<file path="src/rtl/balanced_gadget_decompose_defines.svh">
// assertion helpers for the decomposer, clocked on clk, off during reset
`ifndef BALANCED_GADGET_DECOMPOSE_DEFINES_SVH
`define BALANCED_GADGET_DECOMPOSE_DEFINES_SVH

// same-cycle implication
`define BGD_ASSERT_IMPL(lbl, ante, cons, msg) \
  lbl: assert property (@(posedge clk) disable iff (!rst_n) (ante) |-> (cons)) else $error(msg);

// next-cycle implication
`define BGD_ASSERT_NEXT(lbl, ante, cons, msg) \
  lbl: assert property (@(posedge clk) disable iff (!rst_n) (ante) |=> (cons)) else $error(msg);

`endif

</file>
<file path="src/rtl/bgd_pkg.sv">
`timescale 1ns / 1ps
package bgd_pkg;

  localparam int DEF_VALUE_BITS     = 32;
  localparam int DEF_MAX_DIGITS     = 16;
  localparam int DEF_MAX_RADIX_BITS = 16;

  localparam int RADIX_W    = 5;
  localparam int WIDTH_W    = 6;
  localparam int COUNT_W    = 5;
  localparam int CFG_IDX_W  = 2;
  localparam int CFG_DATA_W = 6;
  localparam int DIGIT_W    = 16;
  localparam int IDX_W      = 4;
  localparam int SPAN_W     = 10;
  localparam int POS_W      = 13;

  localparam logic [RADIX_W-1:0] RADIX_RST = 5'd4;
  localparam logic [WIDTH_W-1:0] WIDTH_RST = 6'd32;
  localparam logic [COUNT_W-1:0] COUNT_RST = 5'd4;

  typedef enum logic [CFG_IDX_W-1:0] {
    REG_RADIX = 2'd0,
    REG_WIDTH = 2'd1,
    REG_COUNT = 2'd2
  } cfg_reg_t;

  typedef struct packed {
    logic [RADIX_W-1:0] radix;
    logic [COUNT_W-1:0] count;
  } digit_cfg_t;

endpackage

</file>
<file path="src/rtl/bgd_front.sv">
`timescale 1ns / 1ps
module bgd_front #(
  parameter int VALUE_BITS     = bgd_pkg::DEF_VALUE_BITS,
  parameter int MAX_DIGITS     = bgd_pkg::DEF_MAX_DIGITS,
  parameter int MAX_RADIX_BITS = bgd_pkg::DEF_MAX_RADIX_BITS
) (
  input  logic                               clk,
  input  logic                               rst_n,
  input  logic [bgd_pkg::RADIX_W-1:0]        radix_bits,
  input  logic [bgd_pkg::WIDTH_W-1:0]        width_bits,
  input  logic [bgd_pkg::COUNT_W-1:0]        digit_count,
  input  logic                               in_valid,
  output logic                               in_stall,
  input  logic signed [VALUE_BITS-1:0]       in_value,
  input  logic                               take,
  output logic                               f_valid,
  output logic [VALUE_BITS-1:0]              f_word,
  output logic signed [bgd_pkg::POS_W-1:0]   f_pos0,
  output bgd_pkg::digit_cfg_t                dcfg
);
  import bgd_pkg::*;

  logic [RADIX_W-1:0]           radix_c;
  logic [WIDTH_W-1:0]           width_c;
  logic [COUNT_W-1:0]           count_c;
  logic [SPAN_W-1:0]            span;
  logic signed [POS_W-1:0]      pos0;
  logic [VALUE_BITS-1:0]        wmask;
  logic [VALUE_BITS-1:0]        word0;
  logic [VALUE_BITS-1:0]        rnd;
  logic [VALUE_BITS-1:0]        word_nxt;
  logic                         f_valid_r;
  logic [VALUE_BITS-1:0]        word_r;
  logic signed [POS_W-1:0]      pos0_r;
  logic                         acc;

  always_comb begin
    if (radix_bits == '0) begin
      radix_c = RADIX_W'(1);
    end else if (int'(radix_bits) > MAX_RADIX_BITS) begin
      radix_c = RADIX_W'(MAX_RADIX_BITS);
    end else begin
      radix_c = radix_bits;
    end
    if (width_bits == '0) begin
      width_c = WIDTH_W'(1);
    end else if (int'(width_bits) > VALUE_BITS) begin
      width_c = WIDTH_W'(VALUE_BITS);
    end else begin
      width_c = width_bits;
    end
    if (digit_count == '0) begin
      count_c = COUNT_W'(1);
    end else if (int'(digit_count) > MAX_DIGITS) begin
      count_c = COUNT_W'(MAX_DIGITS);
    end else begin
      count_c = digit_count;
    end
  end

  assign span  = SPAN_W'(count_c) * SPAN_W'(radix_c);
  assign pos0  = $signed(POS_W'(width_c)) - $signed(POS_W'(span));
  assign wmask = {VALUE_BITS{1'b1}} >> (VALUE_BITS - int'(width_c));
  assign word0 = $unsigned(in_value) & wmask;

  // round to the kept digits when low bits are dropped
  always_comb begin
    rnd      = '0;
    word_nxt = word0;
    if (pos0 > 0) begin
      rnd      = VALUE_BITS'(1) << (int'(pos0) - 1);
      word_nxt = (word0 + rnd) & wmask;
    end
  end

  assign acc      = in_valid && !in_stall;
  assign in_stall = f_valid_r && !take;

  always_ff @(posedge clk) begin
    if (!rst_n) begin
      f_valid_r <= 1'b0;
    end else if (acc) begin
      f_valid_r <= 1'b1;
    end else if (take) begin
      f_valid_r <= 1'b0;
    end
  end

  always_ff @(posedge clk) begin
    if (acc) begin
      word_r <= word_nxt;
      pos0_r <= pos0;
    end
  end

  assign f_valid     = f_valid_r;
  assign f_word      = word_r;
  assign f_pos0      = pos0_r;
  assign dcfg.radix  = radix_c;
  assign dcfg.count  = count_c;

endmodule

</file>
<file path="src/rtl/bgd_cell.sv">
`timescale 1ns / 1ps
module bgd_cell #(
  parameter int VALUE_BITS     = bgd_pkg::DEF_VALUE_BITS,
  parameter int MAX_RADIX_BITS = bgd_pkg::DEF_MAX_RADIX_BITS,
  parameter int INDEX          = 0
) (
  input  logic                               clk,
  input  logic                               rst_n,
  input  logic                               adv,
  input  logic                               load,
  input  bgd_pkg::digit_cfg_t                dcfg,
  input  logic [VALUE_BITS-1:0]              word,
  input  logic signed [bgd_pkg::POS_W-1:0]   pos0,
  input  logic                               nb_valid,
  input  logic [MAX_RADIX_BITS-1:0]          nb_win,
  input  logic [bgd_pkg::IDX_W-1:0]          nb_idx,
  input  logic                               nb_last,
  output logic                               valid,
  output logic [MAX_RADIX_BITS-1:0]          win,
  output logic [bgd_pkg::IDX_W-1:0]          idx,
  output logic                               last
);
  import bgd_pkg::*;

  localparam int EXT_W = VALUE_BITS + MAX_RADIX_BITS;

  logic signed [POS_W-1:0]      pos_i;
  logic [POS_W-1:0]             nsh;
  logic [MAX_RADIX_BITS-1:0]    dmask;
  logic [EXT_W-1:0]             ext;
  logic [MAX_RADIX_BITS-1:0]    ld_win;
  logic                         ld_valid;
  logic [6:0]                   ld_pos;
  logic                         valid_r;
  logic [MAX_RADIX_BITS-1:0]    win_r;
  logic [IDX_W-1:0]             idx_r;
  logic                         last_r;

  assign pos_i = pos0 + $signed(POS_W'(INDEX) * POS_W'(dcfg.radix));
  assign nsh   = POS_W'(-pos_i);
  assign dmask = {MAX_RADIX_BITS{1'b1}} >> (MAX_RADIX_BITS - int'(dcfg.radix));
  assign ext   = {{MAX_RADIX_BITS{1'b0}}, word};

  // window of this digit; bits below the word read as zero
  always_comb begin
    if (!pos_i[POS_W-1]) begin
      ld_win = MAX_RADIX_BITS'(ext >> $unsigned(pos_i)) & dmask;
    end else if (nsh < POS_W'(dcfg.radix)) begin
      ld_win = MAX_RADIX_BITS'(ext << nsh) & dmask;
    end else begin
      ld_win = '0;
    end
  end

  assign ld_valid = (7'(INDEX) < 7'(dcfg.count));
  assign ld_pos   = 7'(dcfg.count) - 7'(INDEX) - 7'd1;

  always_ff @(posedge clk) begin
    if (!rst_n) begin
      valid_r <= 1'b0;
    end else if (load) begin
      valid_r <= ld_valid;
    end else if (adv) begin
      valid_r <= nb_valid;
    end
  end

  always_ff @(posedge clk) begin
    if (load) begin
      win_r  <= ld_win;
      idx_r  <= ld_pos[IDX_W-1:0];
      last_r <= (ld_pos == 7'd0);
    end else if (adv) begin
      win_r  <= nb_win;
      idx_r  <= nb_idx;
      last_r <= nb_last;
    end
  end

  assign valid = valid_r;
  assign win   = win_r;
  assign idx   = idx_r;
  assign last  = last_r;

endmodule

</file>
<file path="src/rtl/balanced_gadget_decompose.sv">
`timescale 1ns / 1ps
// path: an accepted transaction is registered in bgd_front, then loaded into the digit cells; cell 0 drives the output
// throughput: one digit per cycle while out_stall is low, set by the single output port of the
//   digit cell chain; bgd_front can hold the next input value while the chain drains the last one
// reset: synchronous active-low rst_n clears all valid state and sets
//   radix_bits = 4, width_bits = 32, digit_count = 4
`include "balanced_gadget_decompose_defines.svh"
module balanced_gadget_decompose #(
  parameter int VALUE_BITS     = bgd_pkg::DEF_VALUE_BITS,
  parameter int MAX_DIGITS     = bgd_pkg::DEF_MAX_DIGITS,
  parameter int MAX_RADIX_BITS = bgd_pkg::DEF_MAX_RADIX_BITS
) (
  input  logic                                clk,
  input  logic                                rst_n,
  input  logic                                cfg_wr_en,
  input  logic [bgd_pkg::CFG_IDX_W-1:0]       cfg_index,
  input  logic [bgd_pkg::CFG_DATA_W-1:0]      cfg_wdata,
  input  logic                                in_valid,
  output logic                                in_stall,
  input  logic signed [VALUE_BITS-1:0]        in_value,
  output logic                                out_valid,
  input  logic                                out_stall,
  output logic signed [bgd_pkg::DIGIT_W-1:0]  out_digit,
  output logic [bgd_pkg::IDX_W-1:0]           out_digit_index,
  output logic                                out_last
);
  import bgd_pkg::*;

  localparam int DW = MAX_RADIX_BITS + 2;

  logic [RADIX_W-1:0]           radix_r;
  logic [WIDTH_W-1:0]           width_r;
  logic [COUNT_W-1:0]           count_r;
  logic                         f_valid;
  logic [VALUE_BITS-1:0]        f_word;
  logic signed [POS_W-1:0]      f_pos0;
  digit_cfg_t                   dcfg;
  logic                         adv;
  logic                         load;
  logic                         out_acc;
  logic                         carry_r;
  logic                         carry_nxt;
  logic [MAX_DIGITS:0]          cv;
  logic [MAX_RADIX_BITS-1:0]    cw [MAX_DIGITS+1];
  logic [IDX_W-1:0]             ci [MAX_DIGITS+1];
  logic [MAX_DIGITS:0]          cl;
  logic [MAX_RADIX_BITS:0]      dsum;
  logic [MAX_RADIX_BITS:0]      half;
  logic [DW-1:0]                base;
  logic signed [DW-1:0]         dv;

  always_ff @(posedge clk) begin
    if (!rst_n) begin
      radix_r <= RADIX_RST;
      width_r <= WIDTH_RST;
      count_r <= COUNT_RST;
    end else if (cfg_wr_en) begin
      case (cfg_index)
        REG_RADIX: radix_r <= cfg_wdata[RADIX_W-1:0];
        REG_WIDTH: width_r <= cfg_wdata[WIDTH_W-1:0];
        REG_COUNT: count_r <= cfg_wdata[COUNT_W-1:0];
        default: begin
        end
      endcase
    end
  end

  bgd_front #(
    .VALUE_BITS     (VALUE_BITS),
    .MAX_DIGITS     (MAX_DIGITS),
    .MAX_RADIX_BITS (MAX_RADIX_BITS)
  ) u_front (
    .clk         (clk),
    .rst_n       (rst_n),
    .radix_bits  (radix_r),
    .width_bits  (width_r),
    .digit_count (count_r),
    .in_valid    (in_valid),
    .in_stall    (in_stall),
    .in_value    (in_value),
    .take        (load),
    .f_valid     (f_valid),
    .f_word      (f_word),
    .f_pos0      (f_pos0),
    .dcfg        (dcfg)
  );

  // chain shifts toward cell 0 whenever the output slot frees up
  assign out_acc = cv[0] && !out_stall;
  assign adv     = !cv[0] || !out_stall;
  assign load    = adv && !cv[1] && f_valid;

  assign cv[MAX_DIGITS] = 1'b0;
  assign cw[MAX_DIGITS] = '0;
  assign ci[MAX_DIGITS] = '0;
  assign cl[MAX_DIGITS] = 1'b0;

  for (genvar g = 0; g < MAX_DIGITS; g++) begin : g_cell
    bgd_cell #(
      .VALUE_BITS     (VALUE_BITS),
      .MAX_RADIX_BITS (MAX_RADIX_BITS),
      .INDEX          (g)
    ) u_cell (
      .clk      (clk),
      .rst_n    (rst_n),
      .adv      (adv),
      .load     (load),
      .dcfg     (dcfg),
      .word     (f_word),
      .pos0     (f_pos0),
      .nb_valid (cv[g+1]),
      .nb_win   (cw[g+1]),
      .nb_idx   (ci[g+1]),
      .nb_last  (cl[g+1]),
      .valid    (cv[g]),
      .win      (cw[g]),
      .idx      (ci[g]),
      .last     (cl[g])
    );
  end

  // balanced fold with carry from the previous digit
  assign dsum = (MAX_RADIX_BITS+1)'(cw[0]) + (MAX_RADIX_BITS+1)'(carry_r);
  assign half = (MAX_RADIX_BITS+1)'(1) << (int'(dcfg.radix) - 1);
  assign base = DW'(1) << dcfg.radix;

  always_comb begin
    if (dsum >= half) begin
      dv        = $signed(DW'(dsum) - base);
      carry_nxt = 1'b1;
    end else begin
      dv        = $signed(DW'(dsum));
      carry_nxt = 1'b0;
    end
  end

  always_ff @(posedge clk) begin
    if (!rst_n) begin
      carry_r <= 1'b0;
    end else if (out_acc) begin
      carry_r <= cl[0] ? 1'b0 : carry_nxt;
    end
  end

  assign out_valid       = cv[0];
  assign out_digit       = DIGIT_W'(dv);
  assign out_digit_index = ci[0];
  assign out_last        = cl[0];

  `BGD_ASSERT_IMPL(a_last_is_top, out_valid && out_last, out_digit_index == '0, "last digit not at index 0")
  `BGD_ASSERT_IMPL(a_next_queued, out_valid && !out_last, cv[1], "digit chain broken before last")
  `BGD_ASSERT_NEXT(a_carry_clear, out_acc && out_last, !carry_r, "carry leaks into next value")
  `BGD_ASSERT_NEXT(a_contiguous, out_acc && !out_last, out_valid, "gap inside one value")

endmodule
</file>
<file path="config.mk">
export PLATFORM = sky130hd
export DESIGN_NAME = balanced_gadget_decompose
export DESIGN_NICKNAME = d
export VERILOG_FILES = /design/src/rtl/bgd_pkg.sv /design/src/rtl/bgd_front.sv /design/src/rtl/bgd_cell.sv /design/src/rtl/balanced_gadget_decompose.sv
export VERILOG_INCLUDE_DIRS = /design/src /design/src/rtl
export SDC_FILE = /design/constraint.sdc
export NUM_CORES = 2
export LEC_CHECK = 0
export ABC_AREA = 1
export ABC_CLOCK_PERIOD_IN_PS = 39100
export BUFFER_PORTS_ARGS = -buffer_cell sky130_fd_sc_hd__buf_2
export CORE_AREA = 2 2 474 476
export DETAILED_ROUTE_END_ITERATION = 12
export DIE_AREA = 0 0 476 478
export PLACE_DENSITY = 0.5
export SLEW_MARGIN = 0
export SYNTH_ARGS = -nofsm -noshare
export SYNTH_HDL_FRONTEND = slang
export SYNTH_SLANG_ARGS = --single-unit
</file>
<file path="constraint.sdc">
create_clock -name clk -period 39.1 [get_ports clk]
set_input_delay 7.82 -clock clk [delete_from_list [all_inputs] [get_ports clk]]
set_output_delay 7.82 -clock clk [all_outputs]
set_load 0.01 [all_outputs]
</file>
### Yosys cells after proc, flatten, opt, wreduce, memory -nomap -nowiden

Index checks and enable logic that the tools add are counted.

* $add $sub $neg: 69
* reduce and logical (&&, ||, !) cells: 36
* bitwise logic cells: 34
* multiplexer cells: 171
* shift operators: 37
* eq/ne operators: 2
* multipliers: 12
* order comparisons: 37

Operator list (count)
* 16-bit 2-to-1 mux: 65
* 16-bit AND: 32
* 32-bit by 13-bit << shifter with 16-bit output: 16
* 32-bit by 13-bit right shift with 16-bit output: 16
* 13-bit by 5-bit < comparator with 1-bit output: 16
* 13-bit negation: 15
* 4-bit 2-to-1 mux: 32
* 7-bit zero test: 16
* 7-bit by 1-bit subtractor with 7-bit output (second input constant): 15
* 11-bit by 10-bit adder with 12-bit output: 7
* 1-bit 2-to-1 mux: 67
* 32-bit AND: 2
* 11-bit by 9-bit adder with 12-bit output: 4
* 5-bit by 4-bit subtractor with 6-bit output (second input constant): 8
* 4-bit by 5-bit < comparator with 1-bit output (first input constant): 8
* 4-bit by 5-bit multiplier with 9-bit output (first input constant): 4
* 32-bit adder: 1
* 3-bit by 5-bit multiplier with 8-bit output (first input constant): 4
* 32-bit 2-to-1 mux: 1
* 1-bit by 32-bit << shifter with 17-bit output (first input constant): 1
* 1-bit by 32-bit << shifter with 32-bit output (first input constant): 1
* 16-bit by 32-bit right shift with 16-bit output (first input constant): 1
* 32-bit by 32-bit right shift with 32-bit output (first input constant): 1
* 11-bit by 8-bit adder with 12-bit output: 2
* 34 further kinds: 63

* flip-flop bits (word level): 413
* logic and storage cells: 469
* input port bits: 45

### Depth between registers and ports, before layout

* depth in word-level cells: 11
* depth in mapped cells: 49
* gate-level depth less buffers: 47

### Cells and area by module

A second synthesis with hierarchy kept.

* cell total of the unflattened synthesis: 17083
* area, all modules: 92323.5 um^2

Modules (own cells, without submodules)
* bgd_cell (g_cell[7].u_cell): area an instance 5696.7 um^2, times used 1, cells an instance 1073
* bgd_front: area an instance 5555.3 um^2, times used 1, cells an instance 817
* bgd_cell (g_cell[13].u_cell): area an instance 5459.0 um^2, times used 1, cells an instance 1020
* bgd_cell (g_cell[6].u_cell): area an instance 5439.0 um^2, times used 1, cells an instance 1038
* bgd_cell (g_cell[11].u_cell): area an instance 5434.0 um^2, times used 1, cells an instance 1016
* bgd_cell (g_cell[12].u_cell): area an instance 5382.7 um^2, times used 1, cells an instance 1002
* bgd_cell (g_cell[14].u_cell): area an instance 5380.2 um^2, times used 1, cells an instance 995
* bgd_cell (g_cell[15].u_cell): area an instance 5363.9 um^2, times used 1, cells an instance 978
* bgd_cell (g_cell[5].u_cell): area an instance 5318.9 um^2, times used 1, cells an instance 996
* bgd_cell (g_cell[1].u_cell): area an instance 5313.8 um^2, times used 1, cells an instance 1028
* bgd_cell (g_cell[3].u_cell): area an instance 5303.8 um^2, times used 1, cells an instance 1005
* bgd_cell (g_cell[10].u_cell): area an instance 5226.3 um^2, times used 1, cells an instance 978
* bgd_cell (g_cell[9].u_cell): area an instance 5089.9 um^2, times used 1, cells an instance 959
* bgd_cell (g_cell[2].u_cell): area an instance 5066.1 um^2, times used 1, cells an instance 959
* +4 rows

### Worst setup path after synthesis

OpenSTA, ideal clock, no wires.

* path kind: input port to flip-flop
* start: input port out_stall
* end: register g_cell[2].u_cell.valid_r
* stages: 4
* slack: 20.888 ns
* data arrival time: 18.082 ns
* cell sequence: nand2_1 -> clkbuf_1 -> o21ai_0 -> a221oi_1

* cells in the longest elaborated chain, start to end: 5
* elaborated cells between the ends (all ways): 6
* those cells by class: mux: 1; reduce/logical: 5

Ends and longest elaborated chain
* start: declaration: RTL line balanced_gadget_decompose.sv:22 `input logic out_stall,`
* 1-bit zero test *: RTL line balanced_gadget_decompose.sv:90 `assign adv = !cv[0] || !out_stall;`
* 1-bit logical OR *: RTL line balanced_gadget_decompose.sv:90
* 1-bit logical AND (2 in a row): RTL line balanced_gadget_decompose.sv:91 `assign load = adv && !cv[1] && f_valid;`
* 1-bit 2-to-1 mux / 2-bit nonzero test (equally long branches)
* end signal: assignment: RTL line bgd_cell.sv:62 `valid_r <= ld_valid;`
* end signal: assignment: RTL line bgd_cell.sv:64 `valid_r <= nb_valid;`
* end: declaration: RTL line bgd_cell.sv:34 `logic valid_r;`

Every way passes the cells marked *; elsewhere a longest branch is shown, timed or not.
A chain may end at the register's enable or synchronous reset.

### Final worst setup path

* start: input port out_stall
* end: output port in_stall

* cells in the longest elaborated chain, start to end: 6

Ends and longest elaborated chain
* 1-bit zero test: RTL line balanced_gadget_decompose.sv:90
* 1-bit logical OR: RTL line balanced_gadget_decompose.sv:90
* 1-bit logical AND (2 in a row): RTL line balanced_gadget_decompose.sv:91
* 1-bit zero test: RTL line bgd_front.sv:77 `assign in_stall = f_valid_r && !take;`
* 1-bit logical AND: RTL line bgd_front.sv:77
* end: declaration: RTL line balanced_gadget_decompose.sv:19 `output logic in_stall,`

Every way passes these cells.

==> impl_metrics.yaml <==
sta:
  hold_slack_ns: 0.469
  drv_slew: 14
  worstMarginPinSlew_ns: 1.60
  final.setup_skew_ns: 0.0414
  relSlewSlack_pct: -6.95
  fmax_mhz: 59.6
  setup_viol: 0
  rsz0062_at_grt: "false"
  post-route-period-util_pct: 42.9
  setup-tns-final_ns: 0
  min_period_ns: 16.78
  final_hold_viol_count: 0
grt:
  grt_pass1_wl_um: 544000
  gr-usage-met3_pct: 7.84
  grt_pass1_vias: 74800
  grt-busiest-layer: "met2"
  grt_use_met2_pct: 46.4
  grt_start_max_net_pins: 176
  overflow: 0
  grtUsageTotal_pct: 32.8
  antenna_found_initial: 36
  met1_usage_pct: 43.9
yosys:
  syn-instance-count: 11900
  yosys_register_bits: 413
  ys_warn_count: 0
  async_flop_share_pct: 0
  synth.distinct_cells: 74
  syn_avg_cell_area_sq_um: 5.57
  synth_ff_type: "edfxtp_1"
  synth_sequential_area_ratio_pct: 18.2
  synth_area_sq_um: 66300
  synth-edff-count: 379
worst_setup_path:
  cp-start-kind: "input pin"
  path_max_fanout: 45
  slowest_stage: "nand2_4"
  regToRegSetupSlack_ns: 29.45
  critical-path-max-stage-delay_ns: 0.43
  r2r_cells: 43
  end_kind: "primary output"
  worstPathCellList: "buf_2 -> nand2_4 -> nand2_1 -> nand2_1 -> inv_1 -> buf_2"
  path_class: "in2out"
  r2r-end: "u_front.f_word[21]$_DFFE_PP_"
  r2r-start: "radix_r[4]$_SDFFE_PN0P_"
  crit_arrival_ns: 8.96
  cp.required_ns: 31.28
worst_hold_path:
  hold_path_class: "reg2reg"
  worstHoldStart: "g_cell[15].u_cell.valid$_SDFFE_PN0P_"
  holdPathStages: 2
  holdPathEnd: "g_cell[15].u_cell.valid$_SDFFE_PN0P_"
finish:
  drive_above_1_share_pct: 5.31
  final_common_cell: "nand2_1"
  final_util_pct: 32.1
  area_delta_synth_final_pct: 7.81
  nets: 12000
  layout_common_cells: "nand2_1 (4,418), nand3_1 (1,990), nor2_1 (835)"
clocking:
  cts_tree: "yes"
  path_clk_slew_ns: 0.07
  clk_path_buf_depth: 3
  clk_latency_ns: 0.66
  cts-root-buf: "clkbuf_16"
  numCtsBuffers: 48
  cts.repair.resized: 0
  postCtsSetupBuffers: 0
  clock_sinks: 413
  cts_hold_buf: 0
  htree_levels: 2
power_and_ir_drop:
  power.density_nw_per_um2: 83.3
  peakVddDrop_uv: 62.6
  power_mw: 5.96
  p_int_mw: 2.04
  switching_share_pct: 65.9
  combPwrFrac_pct: 79.2
  p_leak_nw: 34.0
  p_sw_mw: 3.93
  seq_power_share_pct: 12.8
  pwr-share-clk_pct: 8.1
route:
  routedWlPerCell_um: 26.5
  finalWirelength_um: 389000
  drtIter0Drc: 13800
  drc: 0
  vias: 84700
  ant_nets: 0
  drtPass1Iterations: 9
  vias_per_cell: 5.77
floorplan:
  pin_count: 68
  die_height_um: 478
  die-area_sq_um: 228000
  core_area_sq_um: 223000
  die_x_um: 476
  initial_core_util_pct: 29.7
  row_count: 174
outcome:
  violations: "max-capacitance violations, max-slew violations"
  outcome: "complete, but fails checks"
placed_design:
  numPortBuffers: 67
  place_congestion: 1.08
  place_hpwl_um: 301000
flow_run:
  max_cap_violations: 1
power by group through the flow:
stage	clock network, mW	logic [mW]	registers (mW)
finish	0.482	4.72	0.761
global route	0.502	4.94	0.763
CTS	0.487	4.48	0.756
detailed placement	0	4.47	0.762
global placement	0	4.51	0.766
floorplan	0	2.69	0.708
worst max-delay path: cells and delay by family:
| family | cells | cell delay [ns] |
|---|---|---|
| buf+inv | 3 | 0.34 |
| simple gates | 3 | 0.77 |
Yosys cell counts, drive strengths merged (59+ instances only):
library cell	number	share of area, %
a21oi	613	4.7
buf	248	1.7
clkbuf	404	2.3
edfxtp	379	17
ha	284	5.4
inv	886	5.0
nand2	4441	25
nand3	2000	15
nand4	174	1.6
nor2	880	5.2
nor3	84	0.78
o211ai	73	0.83
o21ai	818	6.2
xnor2	59	0.80
xor2	147	2.1
layout make-up:
class                   instances  area (sq um)
fillers                     25700        152000
multi-input cells            9933         48400
flip-flops and latches        413         12100
well taps                    2992          3740
inverters                     919          3470
repair buffers                306          2150
clock buffers                  61          1300
clock inverters                28           343
diodes                         27          67.6
how the worst max path moves through the flow:
stage,startpoint,to,slack (ns)
finish,out_stall,in_stall,22.32
global route,out_stall,in_stall,22.18
CTS,out_stall,in_stall,22.31
detailed placement,out_stall,in_stall,22.30
global placement,out_stall,in_stall,22.30
floorplan,out_stall,g_cell[2].u_cell.valid$_SDFFE_PN0P_,20.89
routing by layer:
metal,wire length (um),vias to the layer above
met5,155,-
met4,30200,24
li1,-,39100
met1,158000,39500
met2,157000,5167
met3,44300,984
cell families after synthesis:
logic type | synth area share [%]
AND/OR/NAND/NOR | 48.7
XOR/XNOR | 2.91
buffers and inverters | 9.18
AO/OA/AOI/OAI | 14.5
adder cells (fa/ha/maj) | 6.41
flip-flops | 18.2
multiplexers | 0.0754
other | 0.00565
registers in the layout (all words and copies together) (netlist names):
name and cells:
g_cell.u_cell.valid 16, g_cell.u_cell.win 256, u_front.f_valid 1, g_cell.u_cell.idx 64, u_front.f_pos0 11, count_r 5, carry_r 1, u_front.f_word 32
width_r 6, radix_r 5, g_cell.u_cell.last 16
per-stage QoR:
step           setup WS, ns  cell area (sq um)  std cells
5_1_grt               22.18              71500      14700
6_report              22.32              71500      14700
4_1_cts               22.31              71500      14700
3_3_place_gp          22.30              69800      14600
3_5_place_dp          22.30              69800      14600
2_1_floorplan         20.89              66400      11900
No activity file was read; power rests on OpenSTA's default activity.
